===== src/uart_register_file_rx_fifo_unit_assert.svh =====
// Assertion macros used by the UART register file receive FIFO.
`ifndef UART_REGISTER_FILE_RX_FIFO_UNIT_ASSERT_SVH
`define UART_REGISTER_FILE_RX_FIFO_UNIT_ASSERT_SVH
`ifndef ASSERT_OFF
`define UART_RF_ASSERT(label, clk, rst, prop, msg) \
   label: assert property (@(posedge clk) disable iff (rst) prop) else $error(msg);
`define UART_RF_ASSERT_ALWAYS(label, clk, prop, msg) \
   label: assert property (@(posedge clk) prop) else $error(msg);
`else
`define UART_RF_ASSERT(label, clk, rst, prop, msg)
`define UART_RF_ASSERT_ALWAYS(label, clk, prop, msg)
`endif
`endif


===== src/uart_rf_pkg.sv =====
// Types, codes and helper functions for the UART register file.
package uart_rf_pkg;

   localparam int DEF_RX_DEPTH = 16;

   localparam logic [1:0] OP_READ  = 2'd0;
   localparam logic [1:0] OP_WRITE = 2'd1;
   localparam logic [1:0] OP_HOST  = 2'd2;

   localparam logic [2:0] OFF_RBR_THR = 3'd0;
   localparam logic [2:0] OFF_IER     = 3'd1;
   localparam logic [2:0] OFF_IIR_FCR = 3'd2;
   localparam logic [2:0] OFF_LCR     = 3'd3;
   localparam logic [2:0] OFF_MCR     = 3'd4;
   localparam logic [2:0] OFF_LSR     = 3'd5;
   localparam logic [2:0] OFF_MSR     = 3'd6;
   localparam logic [2:0] OFF_SCR     = 3'd7;

   localparam logic [7:0] IID_RLS    = 8'h06;
   localparam logic [7:0] IID_RDA    = 8'h04;
   localparam logic [7:0] IID_THRE   = 8'h02;
   localparam logic [7:0] IID_NONE   = 8'h01;
   localparam logic [7:0] IIR_FIFO   = 8'hc0;
   localparam logic [7:0] MSR_IDLE   = 8'hb0;
   localparam logic [7:0] LSR_BASE   = 8'h60;
   localparam logic [7:0] LSR_DR     = 8'h01;
   localparam logic [7:0] LSR_OE     = 8'h02;

   typedef struct packed {
      logic [1:0] opcode;
      logic [2:0] reg_offset;
      logic [7:0] write_data;
      logic [7:0] rx_byte;
      logic       rx_last;
   } req_type;

   typedef struct packed {
      logic [7:0] read_data;
      logic       tx_valid;
      logic [7:0] tx_byte;
      logic       rx_accepted;
      logic       irq_line;
   } rsp_type;

   typedef struct packed {
      logic       push;
      logic       pop;
      logic       clear;
      logic [7:0] wdata;
   } fifo_ctl_type;

   typedef struct packed {
      logic       empty;
      logic       full;
      logic       one_left;
      logic [7:0] head_data;
   } fifo_sts_type;

   function automatic logic [7:0] pending_id(input logic [7:0] ier, input logic ovr,
                                             input logic nonempty);
      logic [7:0] id;
      if (ier[2] && ovr) begin
         id = IID_RLS;
      end else if (ier[0] && nonempty) begin
         id = IID_RDA;
      end else if (ier[1]) begin
         id = IID_THRE;
      end else begin
         id = IID_NONE;
      end
      return id;
   endfunction

   function automatic logic [7:0] modem_status(input logic [7:0] mcr);
      logic [7:0] v;
      if (!mcr[4]) begin
         v = MSR_IDLE;
      end else begin
         v = {mcr[3], mcr[2], mcr[0], mcr[1], 4'h0};
      end
      return v;
   endfunction

endpackage


===== src/uart_register_file_rx_fifo_unit.sv =====
// 16550A-style UART register file with receive FIFO, usage notes:
// The request channel carries one bus read, one bus write or one host receive
// byte per request (req_opcode), with offset and data on their own ports.
// The response channel returns one response per request, in order: read data,
// the byte sent outward on a THR write, whether a host byte was taken, and the
// interrupt line level after the request.
// A request is held in an input register, then handled by the register decode
// and FIFO pointer logic, and lands in a response register: rsp_valid rises
// once the request has moved from the input register into the response
// register, which a stalled receiver can hold off. Throughput is one request
// per cycle while responses are taken; the FIFO memory is written at most once
// and read once per cycle, with the head byte read ahead into a register.
// While the response register is held by a stalled receiver, the input
// register keeps its request; req_ready drops only when both are occupied,
// and rises again in the cycle rsp_ready frees the response register.
// Reset clears all control registers, the FIFO pointers and both valid flags.
// FIFO contents are not cleared; only written entries are ever returned.
module uart_register_file_rx_fifo_unit
   import uart_rf_pkg::*;
#(
   parameter int RX_DEPTH = DEF_RX_DEPTH
) (
   input  logic       clock,
   input  logic       reset,
   input  logic       req_valid,
   output logic       req_ready,
   input  logic [1:0] req_opcode,
   input  logic [2:0] req_reg_offset,
   input  logic [7:0] req_write_data,
   input  logic [7:0] req_rx_byte,
   input  logic       req_rx_last,
   output logic       rsp_valid,
   input  logic       rsp_ready,
   output logic [7:0] rsp_read_data,
   output logic       rsp_tx_valid,
   output logic [7:0] rsp_tx_byte,
   output logic       rsp_rx_accepted,
   output logic       rsp_irq_line
);

   logic         in_valid_ff, in_valid_in;
   req_type      in_item_ff;
   logic         out_valid_ff, out_valid_in;
   rsp_type      out_ff, result;
   logic         advance;
   fifo_ctl_type fifo_ctl;
   fifo_sts_type fifo_sts;

   assign advance      = in_valid_ff && (!out_valid_ff || rsp_ready);
   assign req_ready    = !in_valid_ff || advance;
   assign in_valid_in  = (req_valid && req_ready) || (in_valid_ff && !advance);
   assign out_valid_in = advance || (out_valid_ff && !rsp_ready);

   always_ff @(posedge clock) begin
      if (reset) begin
         in_valid_ff  <= 1'b0;
         out_valid_ff <= 1'b0;
      end else begin
         in_valid_ff  <= in_valid_in;
         out_valid_ff <= out_valid_in;
      end
   end

   always_ff @(posedge clock) begin
      if (req_valid && req_ready) begin
         in_item_ff <= '{opcode: req_opcode, reg_offset: req_reg_offset,
                         write_data: req_write_data, rx_byte: req_rx_byte,
                         rx_last: req_rx_last};
      end
      if (advance) begin
         out_ff <= result;
      end
   end

   uart_rf_regs u_regs (
      .clock  (clock),
      .reset  (reset),
      .en     (advance),
      .item   (in_item_ff),
      .sts    (fifo_sts),
      .ctl    (fifo_ctl),
      .result (result)
   );

   uart_rf_rx_fifo #(
      .RX_DEPTH (RX_DEPTH)
   ) u_rx_fifo (
      .clock (clock),
      .reset (reset),
      .en    (advance),
      .ctl   (fifo_ctl),
      .sts   (fifo_sts)
   );

   assign rsp_valid       = out_valid_ff;
   assign rsp_read_data   = out_ff.read_data;
   assign rsp_tx_valid    = out_ff.tx_valid;
   assign rsp_tx_byte     = out_ff.tx_byte;
   assign rsp_rx_accepted = out_ff.rx_accepted;
   assign rsp_irq_line    = out_ff.irq_line;

endmodule


===== src/uart_rf_rx_fifo.sv =====
// Receive FIFO: byte memory, head pointer, fill count and prefetched head byte.
`include "uart_register_file_rx_fifo_unit_assert.svh"
module uart_rf_rx_fifo
   import uart_rf_pkg::*;
#(
   parameter int RX_DEPTH = DEF_RX_DEPTH
) (
   input  logic         clock,
   input  logic         reset,
   input  logic         en,
   input  fifo_ctl_type ctl,
   output fifo_sts_type sts
);

   localparam int PTR_W = $clog2(RX_DEPTH);
   localparam int CNT_W = $clog2(RX_DEPTH + 1);
   localparam int SUM_W = CNT_W + 1;
   localparam logic [SUM_W-1:0] DEPTH_S = SUM_W'(RX_DEPTH);
   localparam logic [PTR_W-1:0] LAST_PTR = PTR_W'(RX_DEPTH - 1);

   logic [7:0]       mem [RX_DEPTH];
   logic [PTR_W-1:0] head_ff, head_in, head_inc, wr_addr;
   logic [CNT_W-1:0] fill_ff, fill_in;
   logic [SUM_W-1:0] wr_sum;
   logic [7:0]       head_data_ff;
   logic             empty, full, wr_en;

   assign empty    = (fill_ff == '0);
   assign full     = (fill_ff == CNT_W'(RX_DEPTH));
   assign head_inc = (head_ff == LAST_PTR) ? '0 : head_ff + 1'b1;
   assign wr_sum   = SUM_W'(head_ff) + SUM_W'(fill_ff);

   always_comb begin
      if (wr_sum >= DEPTH_S) begin
         wr_addr = PTR_W'(wr_sum - DEPTH_S);
      end else begin
         wr_addr = PTR_W'(wr_sum);
      end
   end

   assign wr_en = en && ctl.push && !full && !ctl.clear;

   always_comb begin
      head_in = head_ff;
      fill_in = fill_ff;
      if (en) begin
         if (ctl.clear) begin
            head_in = '0;
            fill_in = '0;
         end else if (ctl.push && !full) begin
            fill_in = fill_ff + 1'b1;
         end else if (ctl.pop && !empty) begin
            head_in = head_inc;
            fill_in = fill_ff - 1'b1;
         end
      end
   end

   always_ff @(posedge clock) begin
      if (reset) begin
         head_ff <= '0;
         fill_ff <= '0;
      end else begin
         head_ff <= head_in;
         fill_ff <= fill_in;
      end
   end

   // The head byte is read ahead so a pop finds it registered; a write into the
   // slot that becomes the head is forwarded.
   always_ff @(posedge clock) begin
      if (wr_en) begin
         mem[wr_addr] <= ctl.wdata;
      end
      if (wr_en && (wr_addr == head_in)) begin
         head_data_ff <= ctl.wdata;
      end else begin
         head_data_ff <= mem[head_in];
      end
   end

   assign sts.empty     = empty;
   assign sts.full      = full;
   assign sts.one_left  = (fill_ff == CNT_W'(1));
   assign sts.head_data = head_data_ff;

   `UART_RF_ASSERT(a_fill_bound, clock, reset, fill_ff <= CNT_W'(RX_DEPTH), "fill above depth")
   `UART_RF_ASSERT(a_no_push_full, clock, reset, !(en && ctl.push && full), "push into full FIFO")
   `UART_RF_ASSERT(a_no_pop_empty, clock, reset, !(en && ctl.pop && empty), "pop from empty FIFO")
   `UART_RF_ASSERT(a_clear_empties, clock, reset, (en && ctl.clear) |=> (fill_ff == '0 && head_ff == '0), "clear did not empty FIFO")

endmodule


===== src/uart_rf_regs.sv =====
// Register file: bus decode, control registers, overrun flag and result forming.
module uart_rf_regs
   import uart_rf_pkg::*;
(
   input  logic         clock,
   input  logic         reset,
   input  logic         en,
   input  req_type      item,
   input  fifo_sts_type sts,
   output fifo_ctl_type ctl,
   output rsp_type      result
);

   logic [7:0] ier_ff, ier_in, fcr_ff, fcr_in, lcr_ff, lcr_in, mcr_ff, mcr_in;
   logic [7:0] scr_ff, scr_in, dll_ff, dll_in, dlm_ff, dlm_in;
   logic       ovr_ff, ovr_in;
   logic       dlab, loopback, nonempty_after;
   logic [7:0] iir_val, lsr_val;

   assign dlab     = lcr_ff[7];
   assign loopback = mcr_ff[4];
   assign iir_val  = pending_id(ier_ff, ovr_ff, !sts.empty) | (fcr_ff[0] ? IIR_FIFO : 8'h00);
   assign lsr_val  = LSR_BASE | (sts.empty ? 8'h00 : LSR_DR) | (ovr_ff ? LSR_OE : 8'h00);

   always_comb begin
      ier_in = ier_ff;
      fcr_in = fcr_ff;
      lcr_in = lcr_ff;
      mcr_in = mcr_ff;
      scr_in = scr_ff;
      dll_in = dll_ff;
      dlm_in = dlm_ff;
      ovr_in = ovr_ff;
      ctl    = '0;
      result = '0;
      case (item.opcode)
         OP_READ: begin
            if (dlab && (item.reg_offset == OFF_RBR_THR)) begin
               result.read_data = dll_ff;
            end else if (dlab && (item.reg_offset == OFF_IER)) begin
               result.read_data = dlm_ff;
            end else begin
               case (item.reg_offset)
                  OFF_RBR_THR: begin
                     if (!sts.empty) begin
                        result.read_data = sts.head_data;
                        ctl.pop          = 1'b1;
                     end
                  end
                  OFF_IER:     result.read_data = ier_ff;
                  OFF_IIR_FCR: result.read_data = iir_val;
                  OFF_LCR:     result.read_data = lcr_ff;
                  OFF_MCR:     result.read_data = mcr_ff;
                  OFF_LSR: begin
                     result.read_data = lsr_val;
                     ovr_in           = 1'b0;
                  end
                  OFF_MSR:     result.read_data = modem_status(mcr_ff);
                  default:     result.read_data = scr_ff;
               endcase
            end
         end
         OP_WRITE: begin
            if (dlab && (item.reg_offset == OFF_RBR_THR)) begin
               dll_in = item.write_data;
            end else if (dlab && (item.reg_offset == OFF_IER)) begin
               dlm_in = item.write_data;
            end else begin
               case (item.reg_offset)
                  OFF_RBR_THR: begin
                     if (loopback) begin
                        if (sts.full) begin
                           ovr_in = 1'b1;
                        end else begin
                           ctl.push  = 1'b1;
                           ctl.wdata = item.write_data;
                        end
                     end else begin
                        result.tx_valid = 1'b1;
                        result.tx_byte  = item.write_data;
                     end
                  end
                  OFF_IER: ier_in = item.write_data;
                  OFF_IIR_FCR: begin
                     fcr_in = item.write_data;
                     if (item.write_data[1]) begin
                        ctl.clear = 1'b1;
                        ovr_in    = 1'b0;
                     end
                  end
                  OFF_LCR: lcr_in = item.write_data;
                  OFF_MCR: mcr_in = item.write_data;
                  OFF_SCR: scr_in = item.write_data;
                  default: ;
               endcase
            end
         end
         OP_HOST: begin
            if (!sts.full) begin
               ctl.push           = 1'b1;
               ctl.wdata          = item.rx_byte;
               result.rx_accepted = 1'b1;
            end
         end
         default: ;
      endcase
      // The interrupt line reflects the state this request leaves behind.
      nonempty_after  = ctl.push || (!sts.empty && !ctl.clear && !(ctl.pop && sts.one_left));
      result.irq_line = (pending_id(ier_in, ovr_in, nonempty_after) != IID_NONE);
   end

   always_ff @(posedge clock) begin
      if (reset) begin
         ier_ff <= '0;
         fcr_ff <= '0;
         lcr_ff <= '0;
         mcr_ff <= '0;
         scr_ff <= '0;
         dll_ff <= '0;
         dlm_ff <= '0;
         ovr_ff <= 1'b0;
      end else if (en) begin
         ier_ff <= ier_in;
         fcr_ff <= fcr_in;
         lcr_ff <= lcr_in;
         mcr_ff <= mcr_in;
         scr_ff <= scr_in;
         dll_ff <= dll_in;
         dlm_ff <= dlm_in;
         ovr_ff <= ovr_in;
      end
   end

endmodule

===== config.mk =====
export PLATFORM = sky130hd
export DESIGN_NAME = uart_register_file_rx_fifo_unit
export DESIGN_NICKNAME = d
export VERILOG_FILES = /design/src/uart_rf_pkg.sv /design/src/uart_register_file_rx_fifo_unit.sv /design/src/uart_rf_rx_fifo.sv /design/src/uart_rf_regs.sv
export VERILOG_INCLUDE_DIRS = /design/src /design/src/src
export SDC_FILE = /design/constraint.sdc
export NUM_CORES = 1
export LEC_CHECK = 0
export BUFFER_PORTS_ARGS = -buffer_cell sky130_fd_sc_hd__buf_4
export CORE_AREA = 2 2 153 155
export DETAILED_ROUTE_END_ITERATION = 8
export DIE_AREA = 0 0 155 157
export GPL_TIMING_DRIVEN = 0
export MAX_ROUTING_LAYER = met4
export SETUP_SLACK_MARGIN = 0.3
export SYNTH_ARGS = -nofsm -noshare
export SYNTH_HDL_FRONTEND = slang
export SYNTH_SLANG_ARGS = --single-unit

===== constraint.sdc =====
create_clock -name clock -period 5.3 [get_ports clock]
set_input_delay 1.06 -clock clock [delete_from_list [all_inputs] [get_ports clock]]
set_output_delay 1.06 -clock clock [all_outputs]
set_load 0.005 [all_outputs]

==> results_dict.tcl <==
set metrics [dict create \
    yosysWarnings 0 \
    port_buffers 44 \
    critical_path.max_fanout 28 \
    ant_nets 0 \
    multi_input_area_sq_um 3520 \
    rows 55 \
    tritoncts "yes" \
    synthSimpleGateAreaFrac_pct 10.2 \
    core_sq_um 22500 \
    gp_congestion 0.893 \
    syn-num-nets 747 \
    nFillCells 1865 \
    setup_tns_ns 0 \
    postLayoutCoreUtil_pct 51.7 \
    grt_use_total_pct 21.0 \
    layout_setup_ws_ns 1.91 \
    fin_crit_ns 3.39 \
    seqCellArea_sq_um 6350 \
    cts.sinks 233 \
    syn_avg_cell_area_sq_um 14.2 \
    crit_top_cell "nand2_1" \
    worstSetupPathType "input port to flop" \
    htreeDepth 1 \
    setup_viol 0 \
    drive_gt1_share_pct 20.1 \
    dp_hpwl_mm 16.8 \
    first_pass_iters 5 \
    ys.flop_type "edfxtp_1" \
    ys_seq_area_share_pct 63.1 \
    via_count 6316 \
    die_h_microns 157 \
    drv_slew 0 \
    synth-xor-area-share_pct 0.435 \
    postCtsSetupRepairBufs 0 \
    antenna_found_initial 0 \
    yosysUniqueCellTypes 69 \
    insertedDiodeCount 0 \
    cts_hold_buffers 0 \
    die-area_sq_um 24300 \
    rsz0062_at_grt "false" \
    endpoint_kind "flop" \
    clockBufferDepth 3 \
    muxShareOfSynthArea_pct 15.2 \
    final_common_cell "edfxtp_1" \
    hp-class "flop to flop" \
    fin_worst_skew_ns 0.0101 \
    drc 0 \
    routed_via_density 5.82 \
    relSlewSlack_pct 19.9 \
    leakagePower_nw 4.28 \
    critical-path-slowest-cell "nor2_1" \
    io_pins 47 \
    grt_pass1_wl_mm 37.8 \
    critical_path_arrival_ns 3.55 \
    cap_violations 0 \
    synthAdderAreaFrac_pct 1.57 \
    dp_slack_ns 1.30 \
    numCtsBuffers 26 \
    totalWireLength_mm 24.6 \
    postSynthCellCount 709 \
    clock_latency_ns 0.53 \
    nets 819 \
    drt_iter0_drc 550 \
    fmax_mhz 295 \
    fp.dieW_microns 155 \
    globalRoute.totalOverflow 0 \
    peakVddDrop_uv 226 \
    synth-seq-cells 233 \
    synth_top_family_by_area "multiplexers" \
    clk_pin_slew_ns 0.06 \
    path_cells "buf_4, nand2b_1, nand2_1, inv_2, nand2_1, or4_4, nor2_1" \
    grt_pass1_vias 6455 \
    cts_root_buffer "clkbuf_16" \
    synth-async-reset-ratio_pct 0 \
    synth_edf_count 168 \
    fin_crit_sh_pct 64.1 \
    grt_start_max_net_pins 29 \
    critical-path-max-stage-delay_ns 0.77 \
    power_density_nw_per_um2 339 \
    required_ns 5.45 \
    finalHoldViolations 0 \
    final_cell_mix "168 x edfxtp_1, 77 x nor2_1, 65 x dfxtp_1, 57 x mux2i_1, 45 x buf_4" \
    status "finished clean" \
    syn_to_final_growth_pct 15.5 \
    cts_resized 0 \
    avgRoutedWirePerCell_microns 22.6 \
    initial_core_util_pct 44.7 \
    synth-compound-area-share_pct 7.31 \
    worst_pin_slew_ns 1.20 \
    syn_area_sq_um 10100 \
    cp-start-kind "input port" \
]
## layout make-up
cell class	instances	area share [%]
buffer	42	1.65
clock buffer	32	5.88
clock inverter	16	1.42
inverter	9	0.291
multi-input combinational	425	30.3
sequential	233	54.6
tap	285	3.07
timing repair buffer	44	2.84
## kinds of logic (layout without fill, tap and decap cells)
group	after synthesis	in the layout
buf+inv	51	143
fa+ha+maj	12	12
mux	106	106
compound gates	102	102
simple gates	200	200
flops	233	233
xor+xnor	5	5
## synthesized netlist by cell type (all sizes together) (3+ instances only)
library cell  count  area (sq um)
a211oi            5          42.5
a21o              5          37.5
a21oi            14          70.1
a221oi            3          26.3
a22oi            13          97.6
a31oi             6          52.6
and2             12          75.1
and3              4          25.0
buf              16          92.6
clkbuf           26          98.8
dfxtp            65          1300
edfxtp          168          5040
ha               11           138
inv               8          30.0
mux2             13           146
mux2i            57           571
mux4             36           811
nand2            28           108
nand2b           10          62.6
nand3            16          80.1
nand4             5          31.3
nor2             77           289
nor2b            19           119
nor3              7          35.0
nor3b             3          27.5
nor4              3          33.8
o211ai            6          45.0
o21a              3          22.5
o21ai            15          75.1
o221ai            8          70.1
o22ai             5          31.3
or3               3          18.8
or4               4          37.5
xnor2             4          35.0
## critical path, delay by kind of cell
kind	cells	cell delay, ns
AND/OR/NAND/NOR	5	1.89
buffers and inverters	2	0.61
## sequential cells by signal, summed over array words and instances (netlist names), named ones only
signal and flops:
rsp_valid 1, in_valid_ff 1, u_rx_fifo.mem 128, u_regs.fcr_ff 1
u_rx_fifo.head_ff 4, rsp_tx_byte 8, u_regs.dlm_ff 8, u_regs.ovr_ff 1
rsp_read_data 8, rsp_irq_line 1, in_item_ff 21, rsp_tx_valid 1
u_regs.scr_ff 8, u_regs.mcr_ff 8, u_rx_fifo.fill_ff 5, u_regs.dll_ff 8
u_regs.lcr_ff 8, rsp_rx_accepted 1, u_regs.ier_ff 8
## power breakdown
| part | internal, W | total [W] | switching [W] |
|---|---|---|---|
| Combinational | 0.0000613 | 0.000169 | 0.000108 |
| Clock | 0.00106 | 0.00178 | 0.000721 |
| Sequential | 0.00197 | 0.00199 | 0.0000172 |
| Total | 0.00309 | 0.00394 | 0.000846 |
## per-stage QoR
step	hold WS, ns	instances	area [sq um]	total power, W
floorplan	0.459	709	10100	0.00212
global placement	0.471	1038	10800	0.00219
detailed placement	0.483	1038	10800	0.00219
CTS	0.497	1086	11600	0.00396
global route	0.523	1086	11600	0.00406
finish	0.495	1086	11600	0.00394
## per-layer routing
| metal | vias up | global-route usage, % | wire length [microns] |
|---|---|---|---|
| li1 | 2882 | - | - |
| met1 | 3168 | 26.4 | 10200 |
| met2 | 218 | 35.5 | 12300 |
| met3 | 48 | 3.44 | 1530 |
| met4 | 0 | 6.13 | 630 |
| met5 | - | - | 0 |
## final timing paths
check | startpoint | to | slack [ns] | cells after the start
setup / recovery | rsp_ready | u_rx_fifo.mem[9][4] | 1.91 | 7
hold / removal | u_regs.scr_ff[3] | u_regs.scr_ff[3] | 0.49 | 2
setup reg to reg | in_item_ff[20] | u_rx_fifo.mem[7][5] | 1.91 | 6
hold reg to reg | u_regs.scr_ff[3] | u_regs.scr_ff[3] | 0.49 | 2
(Power assumes the default switching activity.)
